===== src/design/assert_macros.svh =====
// Assertion macros used by the depth test top level.
// Plain property wrappers, clocked on the caller's clock and reset.
`ifndef ASSERT_MACROS_SVH
`define ASSERT_MACROS_SVH
// implication check under synchronous reset
`define ASSERT_IMP(label, clk, rst_n, ante, cons) \
    label: assert property (@(posedge clk) disable iff (!rst_n) (ante) |-> (cons)) \
        else $error("assertion failed");
// next-cycle implication
`define ASSERT_NXT(label, clk, rst_n, ante, cons) \
    label: assert property (@(posedge clk) disable iff (!rst_n) (ante) |=> (cons)) \
        else $error("assertion failed");
`endif


===== src/design/nfdt_ram.sv =====
// Generic simple dual port RAM (one write port, one read port), registered read.
// No dependencies.
`timescale 1ns / 1ps
module nfdt_ram #(
    parameter int WIDTH = 32,
    parameter int DEPTH = 40
) (
    input  logic                     i_clk,
    input  logic                     i_we,
    input  logic [$clog2(DEPTH)-1:0] i_waddr,
    input  logic [WIDTH-1:0]         i_wdata,
    input  logic [$clog2(DEPTH)-1:0] i_raddr,
    output logic [WIDTH-1:0]         o_rdata
);
    logic [WIDTH-1:0] r_mem [DEPTH];
    always_ff @(posedge i_clk) begin
        if (i_we) begin
            r_mem[i_waddr] <= i_wdata;
        end
        o_rdata <= r_mem[i_raddr];
    end
endmodule


===== config.mk =====
export PLATFORM = sky130hd
export DESIGN_NAME = nfdt_ram
export DESIGN_NICKNAME = d
export VERILOG_FILES = /design/src/design/assert_macros.svh /design/src/design/nfdt_ram.sv
export SDC_FILE = /design/constraint.sdc
export NUM_CORES = 1
export LEC_CHECK = 0
export BUFFER_PORTS_ARGS = -buffer_cell sky130_fd_sc_hd__buf_2
export CAP_MARGIN = 10
export CORE_ASPECT_RATIO = 0.75
export CORE_UTILIZATION = 24
export DETAILED_ROUTE_END_ITERATION = 6
export SLEW_MARGIN = 10
export SYNTH_ARGS = -nofsm -noshare
export SYNTH_HDL_FRONTEND = slang
export SYNTH_SLANG_ARGS = --single-unit

===== constraint.sdc =====
create_clock -name i_clk -period 8.19 [get_ports i_clk]
set_input_delay 0.4095 -clock i_clk [delete_from_list [all_inputs] [get_ports i_clk]]
set_output_delay 0.4095 -clock i_clk [all_outputs]
set_load 0.05 [all_outputs]

==> flow_summary.ini <==
[run_status]
status = finished, violations left
violations = DRC

[logic_synthesis]
synth_async_sr_flop_share_pct = 0
yosysMostFrequentCell = edfxtp_1
synth_edf_count = 1280
synthCells = 2562
syn_area_per_cell_sq_um = 19.8
yosysTopAreaCellShare_pct = 75.9
netlist_top_cells_count = edfxtp_1, mux2i_1, a22oi_1
yosys.area.top_type = edfxtp_1
netlist_area_sq_um = 50600
ys_warn_count = 0
yosys_most_used_dff = edfxtp_1
synth-seq-cells = 1312
synth_nets = 2608
synth_cell_type_count = 33
synth-seq-area-share_pct = 77.2
yosys-top-cells-area = edfxtp_1, mux2i_1, mux4_2

[setup_path]
cp_num_buf_inv = 4
cp_cell_sequence = buf_4 > buf_4 > nor2b_4 > buf_4 > buf_4 > a22o_1 > a221oi_2 > o22ai_1 > o41ai_2
slowest_delay_ns = 0.66
reg2reg_depth = 5
cpLargestDelayFamily = buffers and inverters
timing.rr.start = r_mem[5][27]$_DFFE_PP_
arrival_ns = 3.65
worst_r2r_endpoint = o_rdata[27]$_DFF_P_
crit_fanout = 44
cp-end-kind = flop
crit_type = in -> reg
worstSetupStartpointType = primary input
rrSetupSlack_ns = 6.43
slowest_stage = buf_4
cp.required_ns = 8.75
cpMostUsedCell = buf_4

[grt]
grt_overflow_total = 0
grt_util_all_layers_pct = 12.4
grt_pass1_vias = 24432
grt_antenna_before_repair = 15
grt_max_degree = 129
grt_pass1_wl_um = 188000

[sta]
rsz0062_at_grt = no
fin_skew_ns = 0.0156
fin_hold_ws_ns = 0.235
timing.final.ws_setup_ns = 5.10
setup_tns_ns = 0
finalSetupViolCount = 0
fmax_mhz = 324
fin_crit_ns = 3.09
tightest_slew_ns = 1.03
period_share_pct = 37.7
slew_violations = 0
slew_headroom_pct = 31.1
finalHoldViolations = 0

[finish]
drive_above_1_share_pct = 18.3
fin_area_sq_um = 58100
fin_util_pct = 27.8
area_growth_pct = 14.8
final_net_count = 2705
fin_cells = 5548

[placed_design]
place_area_sq_um = 54500
dp_hpwl_um = 68500
pre_cts_slack_ns = 4.48
place_congestion = 0.727
dp.cells = 5340
port_buffers = 77

[pwr]
p_leak_nw = 18.9
irDropWorstVdd_mv = 0.168
power.total_mw = 13.6
p_per_area_nw_per_um2 = 233

[clock_network]
path_clk_slew_ns = 0.07
clockRootBuffer = clkbuf_16
cts_buffers = 110
hold_buffers = 0
cts_setup_buffers = 0
cts_sinks = 1312
cts_tree = done
clock_latency_ns = 0.72
cts_max_path_buffers = 3
ctsResizeCount = 0
htreeDepth = 3

[drt]
first_pass_iters = 7
wl_per_cell_um = 24.4
drt-total-wl_um = 135000
ant_nets = 0
drt_iter0_markers = 3228
num_vias = 25189
viasPerCell = 4.54
drc_errors = 12

[job]
cap_violations = 0

[hold_path]
min_from = i_wdata[10]
hold_class = in -> reg
holdPathEnd = r_mem[28][10]$_DFFE_PP_
holdPathStages = 1

[die]
num_rows = 145
die_h_um = 400
die_area_sq_um = 213000
pin_count = 78
initial_core_util_pct = 24.2
core_sq_um = 209000
die_w_um = 532
[cell families (layout without fill, tap and decap cells)]
logic type             Yosys count  after routing  synth area share, %
buffers and inverters          155            345                 1.73
DFF                           1312           1312                 77.2
muxes                          608            608                 13.7
and+or+nand+nor                103            103                0.878
other                            0              3                    0
AOI/OAI and AO/OA              384            384                 6.50
[how the worst max path moves through the flow]
| stage | from | end | slack, ns | cells past startpoint |
|---|---|---|---|---|
| global route | i_raddr[1] | o_rdata[13]$_DFF_P_ | 5.05 | 9 |
| detailed placement | i_raddr[1] | o_rdata[14]$_DFF_P_ | 4.48 | 9 |
| global placement | i_raddr[1] | o_rdata[14]$_DFF_P_ | 4.52 | 9 |
| floorplan | i_waddr[5] | r_mem[16][0]$_DFFE_PP_ | 4.63 | 3 |
| finish | i_raddr[1] | o_rdata[14]$_DFF_P_ | 5.10 | 9 |
| CTS | i_raddr[1] | o_rdata[14]$_DFF_P_ | 5.22 | 9 |
[layout by cell type, fill, tap and decap left out, types with 27 or more instances in the layout]
master and count:
a21oi_1 64, a221oi_1 37, a221oi_2 27, a22o_1 64, a22oi_1 128, buf_2 74
buf_4 60, clkbuf_16 113, dfxtp_1 32, edfxtp_1 1280, mux2_2 32, mux2i_1 512
mux4_2 64, nand2_1 38, nor2_4 39, o22ai_1 32, o41ai_2 32
[layer usage]
metal / wire length, um / global-route usage (%)
met3: 10500 / 2.68
met2: 60200 / 18.9
met4: 2710 / 3.04
met1: 62000 / 17.8
met5: 12 / 0
[state kept, by name, summed over array words and instances, names as in the netlist]
register and count:
r_mem 1280, o_rdata 32
[final cells by class]
| type | count | area, sq um |
|---|---|---|
| diodes | 3 | 7.51 |
| clock buffers | 143 | 3010 |
| clock inverters | 62 | 601 |
| fillers | 20476 | 151000 |
| multi-input cells | 1095 | 11000 |
| flip-flops and latches | 1312 | 39100 |
| well taps | 2793 | 3490 |
| repair buffers | 140 | 936 |
[report_power, final]
group | switching (mW) | internal [mW] | total (mW) | leakage [nW]
combinational | 0.504 | 0.235 | 0.739 | 5.33
sequential | 0.0304 | 7.42 | 7.45 | 11.8
clock | 2.42 | 2.94 | 5.36 | 1.78
Power figures use the tool's default switching activity.
