`src/design/assert_macros.svh`:
```
// Assertion macros used by the depth test top level.
// Plain property wrappers, clocked on the caller's clock and reset.
`ifndef ASSERT_MACROS_SVH
`define ASSERT_MACROS_SVH
// implication check under synchronous reset
`define ASSERT_IMP(label, clk, rst_n, ante, cons) \
    label: assert property (@(posedge clk) disable iff (!rst_n) (ante) |-> (cons)) \
        else $error("assertion failed");
// next-cycle implication
`define ASSERT_NXT(label, clk, rst_n, ante, cons) \
    label: assert property (@(posedge clk) disable iff (!rst_n) (ante) |=> (cons)) \
        else $error("assertion failed");
`endif

```
`src/design/nfdt_pkg.sv`:
```
// Package for the nearest face depth test: widths, slots, constants.
// No dependencies.
`timescale 1ns / 1ps
package nfdt_pkg;
    localparam int FACES_DEF = 4;
    localparam int WORDS_PER_FACE = 10;
    localparam int DEPTH_W = 48;
    localparam logic signed [DEPTH_W-1:0] FAR_RESET = 48'sd6553600;
    localparam logic signed [DEPTH_W-1:0] DEPTH_MAX = 48'sh7FFF_FFFF_FFFF;
    localparam logic signed [DEPTH_W-1:0] DEPTH_MIN = 48'sh8000_0000_0000;
    localparam logic [0:0] OP_WRITE = 1'b0;
    localparam logic [0:0] OP_QUERY = 1'b1;
    localparam logic [3:0] SLOT_C = 4'd8;
    localparam logic [3:0] SLOT_LAST = 4'd9;
    localparam logic [3:0] VERTEX_SLOTS = 4'd6;
    localparam int DIV_NUM_W = 66; // |num| < 2^50, shifted by 16
    localparam int DIV_DEN_W = 33;

    typedef struct packed {
        logic        start;
        logic        neg;
        logic [DIV_NUM_W-1:0] num;
        logic [DIV_DEN_W-1:0] den;
    } t_div_req;
endpackage

```
`src/design/nfdt_div.sv`:
```
// Restoring divider, one quotient bit per cycle, signed result saturated to 48 bits.
// Depends on nfdt_pkg.
`timescale 1ns / 1ps
module nfdt_div
    import nfdt_pkg::*;
(
    input  logic                      i_clk,
    input  logic                      i_rst_n,
    input  t_div_req                  i_req,
    output logic                      o_done,
    output logic signed [DEPTH_W-1:0] o_quot
);
    localparam int CW = $clog2(DIV_NUM_W + 1);
    logic [DIV_NUM_W-1:0] r_q;
    logic [DIV_DEN_W:0]   r_rem;
    logic [DIV_DEN_W-1:0] r_den;
    logic                 r_neg, r_busy;
    logic [CW-1:0]        r_cnt;
    logic [DIV_DEN_W:0]   w_sh;
    logic [DIV_DEN_W:0]   w_sub;
    always_comb begin
        w_sh  = {r_rem[DIV_DEN_W-1:0], r_q[DIV_NUM_W-1]};
        w_sub = w_sh - {1'b0, r_den};
    end
    always_ff @(posedge i_clk) begin
        if (!i_rst_n) begin
            r_busy <= 1'b0;
            o_done <= 1'b0;
        end else begin
            o_done <= 1'b0;
            if (i_req.start) begin
                r_busy <= 1'b1;
                r_q    <= i_req.num;
                r_den  <= i_req.den;
                r_neg  <= i_req.neg;
                r_rem  <= '0;
                r_cnt  <= CW'(DIV_NUM_W);
            end else if (r_busy) begin
                if (!w_sub[DIV_DEN_W]) begin
                    r_rem <= w_sub;
                    r_q   <= {r_q[DIV_NUM_W-2:0], 1'b1};
                end else begin
                    r_rem <= w_sh;
                    r_q   <= {r_q[DIV_NUM_W-2:0], 1'b0};
                end
                r_cnt <= r_cnt - 1'b1;
                if (r_cnt == CW'(1)) begin
                    r_busy <= 1'b0;
                    o_done <= 1'b1;
                end
            end
        end
    end
    always_comb begin
        if (r_neg) begin
            if (r_q[DIV_NUM_W-1:DEPTH_W-1] != '0) o_quot = DEPTH_MIN;
            else o_quot = -$signed(r_q[DEPTH_W-1:0]);
        end else begin
            if (r_q[DIV_NUM_W-1:DEPTH_W-1] != '0) o_quot = DEPTH_MAX;
            else o_quot = $signed(r_q[DEPTH_W-1:0]);
        end
    end
endmodule

```
`config.mk`:
```
export PLATFORM = sky130hd
export DESIGN_NAME = nfdt_div
export DESIGN_NICKNAME = d
export VERILOG_FILES = /design/src/design/assert_macros.svh /design/src/design/nfdt_pkg.sv /design/src/design/nfdt_div.sv
export SDC_FILE = /design/constraint.sdc
export NUM_CORES = 1
export LEC_CHECK = 0
export BUFFER_PORTS_ARGS = -buffer_cell sky130_fd_sc_hd__buf_4
export CORE_MARGIN = 2
export CORE_UTILIZATION = 59
export CTS_BUF_LIST = sky130_fd_sc_hd__clkbuf_4 sky130_fd_sc_hd__clkbuf_8
export CTS_CLUSTER_SIZE = 25
export DETAILED_ROUTE_END_ITERATION = 16
export MAX_ROUTING_LAYER = met4
export PLACE_DENSITY = 0.91
export SLEW_MARGIN = 20
export SYNTH_ARGS = -nofsm -noshare
export SYNTH_HDL_FRONTEND = slang
export SYNTH_SLANG_ARGS = --single-unit
```
`constraint.sdc`:
```
create_clock -name i_clk -period 4.7 [get_ports i_clk]
set_clock_uncertainty 0.15 [all_clocks]
set_input_delay 0.235 -clock i_clk [delete_from_list [all_inputs] [get_ports i_clk]]
set_output_delay 0.235 -clock i_clk [all_outputs]
set_load 0.01 [all_outputs]
```
==> out/results.tsv <==
stage	metric	value	unit
flow_run	MaxCap Viol Count	0	
critical_path	critical path start-end classification	reg2out	
global_routing	number of global-route vias before repair	8111	
pwr	switching share of total power	0.322	
routing	remaining number of nets flagged by the antenna check after routing	0	
global_routing	total global routing track utilization	0.317	
cells_and_area	share of final-layout standard cells stronger than drive strength 1	0.232	
critical_path	CP startpoint kind	flip-flop	
global_routing	initial antenna violation count	1	
place	last weighted congestion value of the routability-driven placer	0.933	
synth	mean instance size in the synthesized netlist	10.1	um2
pwr	sequential share of power	0.438	
floorplanning	die extent in x	130	um
clock_network	count of H-tree levels built during CTS	4	
critical_path	Max FO, Critical Path	11	
synth	distinct cell type count of the synthesized netlist	63	
clock_network	clock slew at reported path FFs	0.08	ns
clock_network	CTS Sinks	142	
floorplanning	count of standard-cell rows	46	
critical_path	critical-path cell list	inv_1 > ha_1 > or3b_1 > nor3_1 > and3_2 > nand4bb_1 > or3_4 > or3_1 > o41ai_2 > xor2_1 > buf_4	
sta	total negative slack	0	ns
critical_path	data arrival time of the critical path	4.02	ns
global_routing	maximum number of pins on one net before global-route repair	71	
cells_and_area	post-route cell area	12100	um2
synth	Synth Warn #	0	
clock_network	clock tree from TritonCTS	built	
clock_network	CTS buffer count	17	
sta	worst max-slew margin expressed relative to the limit	0.272	
sta	smallest setup slack after layout	0.299	ns
global_routing	global-route congestion overflow total	0	
clock_network	CTS Root Cell	clkbuf_8	
pwr	switching power	1.19	mW
pwr	power density normalized to cell area	304	nW/um2
synth	FFs w/ async S/R, synth	0	
pwr	Leak Pwr	4.81	nW
synth	area share of the leading cell type in the synthesized netlist	0.447	
place	buffers added on ports	151	
synth	Post-synth EDFFs	140	
synth	ranking of synthesized cells by area	edfxtp_1 45%, mux2_2 7.7%, ha_1 4.8%	
floorplanning	Placeable Area	15700	um2
cells_and_area	final net count	1301	
cells_and_area	fillers	961	
routing	total via count in the routed design	8499	
routing	detailed router's first-iteration violation count	1036	
clock_network	Max clock buf depth	2	
synth	Netlist Area Pre-Place	9400	um2
sta	maximum clock rate	0.227	GHz
sta	unrepaired setup endpoints after global routing	false	
cells_and_area	layout overhead on the synthesized area	28.7	%
synth	instance count of the mapped netlist	930	
synth	Post-synth top cells	140 x edfxtp_1, 113 x nor2_1, 65 x a21oi_1	
global_routing	wire length of the first global-routing pass	40800	um
pwr	portion of total power attributed to the clock network	0.268	
routing	number of remaining DRC errors	0	
place	setup slack after placement	0.747	ns
critical_path	number of buffer and inverter instances along the worst setup path	2	
pwr	overall power	3.68	mW
sta	min Tclk post-route	4.40	ns
clock_network	worst-skew pair later-pin latency	0.45	ns
place	placed cell area	10700	um2
pwr	cell internal pwr	2.49	mW
pwr	combinational fraction of design power	0.294	
synth	number of synthesized register bits	142	
sta	Slew Limit Fails	0	
synth	dominant register cell in the synthesized netlist	edfxtp_1	
floorplanning	initial cell density of the core	0.598	
status	run status	complete, no violations	
critical_path	slowest cell on the critical path	or3_1	
place	dpl hpwl	15900	um
synth	most common cell in the netlist	edfxtp_1	
synth	most area-hungry cell type in the Yosys netlist	edfxtp_1	
floorplanning	Die ar.	17000	um2
routing	total wire length	26400	um
routing	first-pass iteration count of the detailed router	6	
routing	WL per Instance	19.0	um
critical_path	slowest cell delay on critical path	0.50	ns
routing	vias per cell	6.11	
sta	final hold vios	0	
clock_network	number of setup buffers added after CTS	0	
pwr	worst-case vdd ir drop	0.206	mV
min_path	Hold Crit Class	in2reg	
sta	final setup violation count	0	
synth	register area share after synthesis	0.452	
critical_path	Worst Path Required	4.32	ns
synth	Post-Syn Nets	1070	
floorplanning	die boundary height	130	um
critical_path	type of element capturing the critical path	output pin	
sta	period utilisation layout	0.936	
floorplanning	Ports	152	
critical_path	FF-to-FF setup slack	0.81	ns
critical_path	kind of cell with the highest combined delay on the critical path	simple AND/OR/NAND/NOR gates	
sta	measured slew at the worst slew-check pin	1.09	ns
==> power groups by stage <==
| stage | clock network (mW) | registers, mW | logic [mW] |
|---|---|---|---|
| 2_1_floorplan | 0 | 1.61 | 0.702 |
| 3_3_place_gp | 0 | 1.63 | 0.941 |
| 3_5_place_dp | 0 | 1.63 | 0.970 |
| 4_1_cts | 0.978 | 1.60 | 1.05 |
| 5_1_grt | 1.03 | 1.62 | 1.18 |
| 6_report | 0.986 | 1.61 | 1.08 |
==> routing by layer <==
layer	vias to the layer above	global-route usage	part of all wire	wire [um]
met1	3967	0.405	0.40	10500
met5	-	-	0	0
met3	102	0.0611	0.084	2220
met4	0	0.135	0.036	947
li1	3918	-	-	-
met2	512	0.497	0.48	12800
==> placed cells by master, fill, tap and decap left out, types with 11 or more instances in the layout <==
master           n
clkbuf_8        17
nand4_1         13
nor2_1         113
nor3_1          24
o21a_1          12
a21o_1          17
a31oi_1         12
nor2b_1         17
o22ai_1         20
xor2_1          24
o21ai_0         37
inv_1           48
xnor2_1         18
buf_4          161
or3_1           13
nor3b_1         11
mux2_2          64
a21oi_1         65
nand2_1         46
dlygate4sd3_1  101
mux2i_1         32
ha_1            36
edfxtp_1       140
==> cells by family (layout without fill, tap and decap cells) <==
logic type                 count (synthesis)  count (layout)  synth area share
DFF                                      142             142             0.452
adders and majority gates                 37              37            0.0501
AOI/OAI and AO/OA                        218             218             0.150
xor gates and xnor gates                  43              43            0.0401
muxes                                     96              96             0.111
and+or+nand+nor                          296             296             0.158
buffers and inverters                     98             342            0.0403
other                                      0               1                 0
==> sequential cells by signal (all words and copies together), names as in the netlist <==
name / flops
o_done: 1
r_busy: 1
r_cnt: 7
r_den: 33
r_neg: 1
r_q: 66
r_rem: 33
==> stage by stage <==
step	cells	utilization	hold slack (ns)
5_1_grt	1391	0.769	0.196
4_1_cts	1390	0.769	0.170
6_report	1391	0.769	0.200
3_5_place_dp	1257	0.681	0.264
2_1_floorplan	930	-	0.184
3_3_place_gp	1257	0.681	0.264
==> worst register-to-register path, delay by kind of cell (launching register included) <==
family	cells	cell delay, ns
simple gates	5	0.84
fa+ha+maj	1	0.46
buf+inv	1	0.47
compound gates	1	0.24
flops	1	0.42
mux	1	0.29
xor+xnor	1	0.73
==> final cells by class <==
type,count,area [um2],area share
multi-input cells,690,4790,0.396
flip-flops and latches,142,4240,0.351
repair buffers,262,2220,0.184
well taps,216,270,0.0224
clock buffers,17,234,0.0194
inverters,48,180,0.0149
clock inverters,15,148,0.0122
diodes,1,2.50,0.000207
==> path summary, 6_finish.rpt <==
check	depth (start not counted)	start	end
max reg2reg	10	r_rem[11]	r_rem[5]
max	11	r_q[0]	o_quot[36]
min	2	i_req[100]	o_done
min reg2reg	2	r_busy	o_done
==> timing repair <==
item | CTS | global route
endpoints found under the setup margin | 0 | 5
hold buffers | 101 | 0
gates resized for setup | 0 | 1
endpoints found under the hold margin | 101 | 0
Power figures use the tool's default switching activity.
